==> src/hw/rtl/thfi_div.sv <==
// Restoring divider, one quotient bit per cycle. Only the low QW quotient bits are kept.
module thfi_div #(
	parameter int DW = 48,
	parameter int QW = 24
) (
	input  logic          clk,
	input  logic          arst_n,
	input  logic          start,
	input  logic [DW-1:0] dividend,
	input  logic [30:0]   divisor,
	output logic          done,
	output logic [QW-1:0] quotient
);

	localparam int CW = $clog2(DW + 1);

	logic [DW-1:0] num_q;
	logic [30:0]   rem_q;
	logic [QW-1:0] quo_q;
	logic [CW-1:0] cnt_q;
	logic          run_q;
	logic          done_q;

	logic [31:0] trial;
	logic        ge;
	logic [31:0] diff;

	assign trial = {rem_q, num_q[DW-1]};
	assign ge    = trial >= {1'b0, divisor};
	assign diff  = trial - {1'b0, divisor};

	always_ff @(posedge clk or negedge arst_n) begin
		if (!arst_n) begin
			run_q  <= 1'b0;
			done_q <= 1'b0;
			cnt_q  <= '0;
		end else begin
			done_q <= 1'b0;
			if (start) begin
				run_q <= 1'b1;
				cnt_q <= CW'(DW);
			end else if (run_q) begin
				cnt_q <= cnt_q - 1'b1;
				if (cnt_q == CW'(1)) begin
					run_q  <= 1'b0;
					done_q <= 1'b1;
				end
			end
		end
	end

	always_ff @(posedge clk) begin
		if (start) begin
			num_q <= dividend;
			rem_q <= '0;
			quo_q <= '0;
		end else if (run_q) begin
			num_q <= {num_q[DW-2:0], 1'b0};
			rem_q <= ge ? diff[30:0] : trial[30:0];
			quo_q <= {quo_q[QW-2:0], ge};
		end
	end

	assign done     = done_q;
	assign quotient = quo_q;

endmodule

==> config.mk <==
export PLATFORM = sky130hd
export DESIGN_NAME = thfi_div
export DESIGN_NICKNAME = d
export VERILOG_FILES = /design/src/hw/rtl/thfi_div.sv
export SDC_FILE = /design/constraint.sdc
export NUM_CORES = 1
export LEC_CHECK = 0
export ABC_AREA = 1
export BUFFER_PORTS_ARGS = -buffer_cell sky130_fd_sc_hd__buf_2
export CAP_MARGIN = 20
export CELL_PAD_IN_SITES_DETAIL_PLACEMENT = 1
export CELL_PAD_IN_SITES_GLOBAL_PLACEMENT = 1
export CORE_MARGIN = 4
export CORE_UTILIZATION = 44
export DETAILED_ROUTE_END_ITERATION = 7
export PLACE_DENSITY_LB_ADDON = 0.25
export SYNTH_ARGS = -nofsm -noshare
export SYNTH_HDL_FRONTEND = slang
export SYNTH_SLANG_ARGS = --single-unit
==> constraint.sdc <==
create_clock -name clk -period 5.49 [get_ports clk]
set_clock_uncertainty 0.2 [all_clocks]
set_input_delay 1.647 -clock clk [delete_from_list [all_inputs] [get_ports clk]]
set_output_delay 1.647 -clock clk [all_outputs]
set_load 0.005 [all_outputs]
After elaboration in Yosys (flattened, before gate mapping)
Cells that the tools add are included.
{"block": "totals", "ff_bits": 111, "latch_bits": 0, "ram_bits": 0, "romBits": 0, "in_bits": 82, "out_inout_bits": 25, "word_cells": 22, "n_memories": 0}
{"block": "classes", "add_sub_neg": 2, "n_mul": 0, "div_mod_pow": 0, "order_cmp": 1, "n_eq_ne": 1, "n_shift": 0, "muxes": 11, "bitwise": 0, "n_reduce_logical": 1}
{"cell": "48-bit two-way mux", "count": 2}
{"cell": "32-bit by 31-bit >= comparator with 1-bit output", "count": 1}
{"cell": "31-bit two-way mux", "count": 1}
{"cell": "31-bit subtractor", "count": 1}
{"cell": "6-bit two-way mux", "count": 2}
{"cell": "6-bit by 1-bit equality test with 1-bit output, second input constant", "count": 1}
{"cell": "1-bit two-way mux", "count": 6}
{"cell": "6-bit by 1-bit subtractor with 6-bit output, second input constant", "count": 1}
{"cell": "2-bit nonzero test", "count": 1}

Longest topological paths before layout
{"block": "logic_depth", "ltp_word": 4, "ltp_mapped": 17, "depth_no_buf": 16}

Worst setup path before layout
OpenSTA, ideal clock, no wires.
{"block": "synth_timing", "path_kind": "input port to flip-flop", "startpoint": "input start", "endpoint": "register num_q[0] (enable)", "setup_time_ns": 0.431, "arrival_ns": 3.668, "t_required_ns": 4.859, "setup_slack_ns": 1.190, "stages": 4, "n_path_buf": 2, "path_cell_list": "clkbuf_1 nor2_1 clkinv_1 clkbuf_1"}
{"block": "synth_via", "elab_chain_len": 1}
{"item": "start, declared", "line": "8", "text": "input logic start,"}
{"item": "2-bit nonzero test (no line)"}
{"item": "end signal, assigned", "line": "54", "text": "num_q <= dividend;"}
{"item": "end signal, assigned", "line": "58", "text": "num_q <= {num_q[DW-2:0], 1'b0};"}
{"item": "end, declared", "line": "17", "text": "logic [DW-1:0] num_q;"}
Every way passes these cells.
A chain may end at the register's enable or synchronous reset.

Worst setup path after layout
{"block": "layout_timing", "startpoint": "input divisor[27]", "endpoint": "register rem_q[24]"}
{"block": "layout_via", "elab_chain_len": 2}
{"item": "start, declared", "line": "10", "text": "input logic [30:0] divisor,"}
{"item": "32-bit by 31-bit >= comparator with 1-bit output", "line": "29", "text": "assign ge = trial >= {1'b0, divisor};"}
{"item": "31-bit two-way mux", "line": "59", "text": "rem_q <= ge ? diff[30:0] : trial[30:0];"}
{"item": "end signal, assigned", "line": "59"}
{"item": "end, declared", "line": "18", "text": "logic [30:0] rem_q;"}
Every way passes these cells.

==> summary.md <==
| Metric | Value |
|---|---|
| Status | `finished clean` |
| DP Cell Count | `1,372` |
| Worst-skew pair later-pin latency | `0.35 ns` |
| Setup Crit Path Kind | `in -> reg` |
| CP max stage delay | `0.53 ns` |
| CTS root buffer | `clkbuf_16` |
| CP Depth | `14` |
| # DRC | `0` |
| Worst relative slew slack | `51.2%` |
| Area share of the largest cell type after synthesis | `25.0%` |
| Synthesis Warnings | `0` |
| Total Power | `0.00177 W` |
| Final design utilization | `51.4%` |
| Initial core utilization | `45.0%` |
| CP bufs+invs | `3` |
| R2r worst-path depth | `12` |
| Max VDD drop | `0.221 mV` |
| Post-Syn Instances | `1,071` |
| Die Y | `135 um` |
| Cell repeated most along the worst path | `nand2_1` |
| CP endpoint kind | `flop` |
| Top Family by Delay on Critical Path | `simple AND/OR/NAND/NOR gates` |
| Vias in the first global route | `7,297` |
| Die W | `135 um` |
| Mapped Nets | `1,187` |
| Total global routing overflow | `0` |
| Crit path DAT | `4.27 ns` |
| Via count | `6,831` |
| Mapped Area | `0.00715 mm2` |
| Worst Path Max Fanout | `43` |
| Commonest non-fill, non-tap cells in the layout | `477 x nand2_1, 178 x inv_1, 106 x buf_2` |
| Post-place instance area | `0.00787 mm2` |
| # resized after CTS | `0` |
| WL/cell | `14.8 um` |
| Design area | `0.00816 mm2` |
| Initial DRC Count | `261` |
| Maximum capacitance violations | `0` |
| Required @ worst endpoint | `5.59 ns` |
| Setup TNS | `0 ns` |
| # Post-CTS Setup Buffers | `0` |
| Synth area leader | `nand2_1` |
| Die Area | `0.0183 mm2` |
| Core area | `0.0159 mm2` |
| ANT cells | `0` |
| GP Congestion | `0.926` |
| H-tree Lvls | `3` |
| Final HPWL DP | `15,800 um` |
| Reg clk slew, reported paths | `0.08 ns` |
| Share of post-route cells with drive strength above 1 | `13.5%` |
| Synth top area cells | `nand2_1 25%, edfxtp_1 20%, dfxtp_1 15%` |
| Worst-path cell chain | `buf_2, inv_1, ha_1, nand2_1, inv_1, nand2_1, nand2_1, nand2_1, nand2_1, a21oi_4, nand3_4, nor2_1, nand2_1, nand3_1` |
| Cell Rows | `46` |
| Routed wire length | `20,500 um` |
| Avg Vias per Cell | `4.92` |
| CTS tree | `built` |
| First-pass GRT wire length | `34,400 um` |
| Register bit total from synthesis | `111` |
| Final setup fails | `0` |
| Register area share after synthesis | `38.4%` |
| RSZ-0062 raised after global routing | `no` |
| Num ports | `107` |
| Slowest CP cell | `nand3_4` |
| Avg Synthesized Cell Area | `6.67 um2` |
| Commonest non-fill, non-tap cell in the layout | `nand2_1` |
| Final #Nets | `1,283` |
| Netlist cell types | `37` |
| Class of the worst hold path | `reg -> reg` |
| Pleak | `4.54 nW` |
| DRT Pass-1 Iters | `4` |
| CTS Sinks | `111` |
| Area growth syn-to-layout | `14.1%` |
| Slew @ Worst Pin | `0.724 ns` |
| Final Instance Count excl. Fillers | `1,388` |
| Achievable frequency | `240 MHz` |
| Total track usage | `23.3%` |
| Hold_buf cts | `0` |
| Final min period | `4.17 ns` |
| Number of port buffers | `106` |
| Initial antenna violation count | `2` |
| Remaining antenna violation count | `0` |
| Hold-critical path depth | `2` |
| Largest net degree at the start of global routing | `52` |
| Endpoints failing hold | `0` |
| TritonCTS buffer count | `9` |
| Power density over the cells | `217 mW/mm2` |
| Tcrit/Tclk final | `76.0%` |
| Critical path launch point type | `input port` |
| Fin. max-slew vios | `0` |
| Max Root-Sink Buffers | `2` |
-- through the flow --
| step | setup slack [ns] | hold slack [ns] |
|---|---|---|
| after global placement | 1.05 | 0.260 |
| after detailed placement | 0.963 | 0.268 |
| after global routing | 1.03 | 0.301 |
| after floorplan | 1.19 | 0.248 |
| after CTS | 1.30 | 0.281 |
| final | 1.32 | 0.283 |
-- registers in the layout, indices dropped and copies added, names as in the netlist --
register	cells
quotient	24
done	1
rem_q	31
run_q	1
num_q	48
cnt_q	6
-- tightest hold or removal path, cell delays in order, from the launching register on --
cell and delay, ns:
dfxtp_1 0.33, nand2_1 0.06, o21ai_1 0.05
-- kinds of logic after synthesis --
family          count (synthesis)  synth area share (%)
simple gates                  637                  37.1
buf+inv                       210                  11.5
flops                         111                  38.4
compound gates                 65                  5.27
fa+ha+maj                      34                  6.06
xor+xnor                       14                  1.72
-- synthesized netlist by cell type --
library cell	n
nor2_2	2
nand3_1	45
clkinv_1	2
a21oi_2	1
xnor2_1	5
nand2_1	477
nand4_1	21
dfxtp_1	55
clkbuf_1	22
nor4_1	1
ha_1	33
nor2_4	6
o21bai_1	2
o21ai_0	8
buf_6	4
nand3_4	1
inv_1	178
nand4_4	1
nor3_1	4
nor2_1	58
a21o_1	1
o21ai_1	6
nand2_2	11
a21oi_4	1
inv_2	2
nor3_2	1
nand2_4	1
o22ai_1	23
fa_1	1
buf_2	2
or2_1	1
edfxtp_1	48
a21oi_1	23
xor2_1	9
and2_1	5
nand3b_1	2
dfrtp_1	8
-- per-layer routing --
metal / vias to the layer above / GRT usage [%] / share of wire (%)
met1: 3174 / 27.5 / 42
li1: 3477 / - / -
met2: 136 / 42.1 / 50
met4: 4 / 7.95 / 3.0
met5: - / 0 / 0.10
met3: 40 / 4.68 / 4.7
-- power breakdown --
part | switching (W) | internal (W) | total, W
clock | 0.000339 | 0.000321 | 0.000659
combinational | 0.000121 | 0.0000732 | 0.000194
sequential | 0.0000164 | 0.000904 | 0.000920
-- path summary, 6_finish.rpt --
| kind | startpoint | endpoint | slack, ns |
|---|---|---|---|
| setup / recovery | divisor[27] | rem_q[24]$_SDFFE_PP0P_ | 1.32 |
| hold / removal | rem_q[3]$_SDFFE_PP0P_ | rem_q[3]$_SDFFE_PP0P_ | 0.28 |
| setup reg to reg | rem_q[26]$_SDFFE_PP0P_ | rem_q[24]$_SDFFE_PP0P_ | 2.39 |
| hold reg to reg | rem_q[3]$_SDFFE_PP0P_ | rem_q[3]$_SDFFE_PP0P_ | 0.28 |
| max in group asynchronous | arst_n | cnt_q[4]$_DFFE_PN0P_ | 4.00 |
| min in group asynchronous | arst_n | run_q$_DFF_PN0_ | 0.92 |
-- cell type report --
type | instances | area [um2]
timing repair buffer | 113 | 583
multi-input combinational | 750 | 3590
fill | 2215 | 7730
inverter | 182 | 683
sequential | 111 | 2740
clock buffer | 9 | 225
tap | 216 | 270
clock inverter | 7 | 67.6
Note: power is estimated with default switching activity, not from simulation.
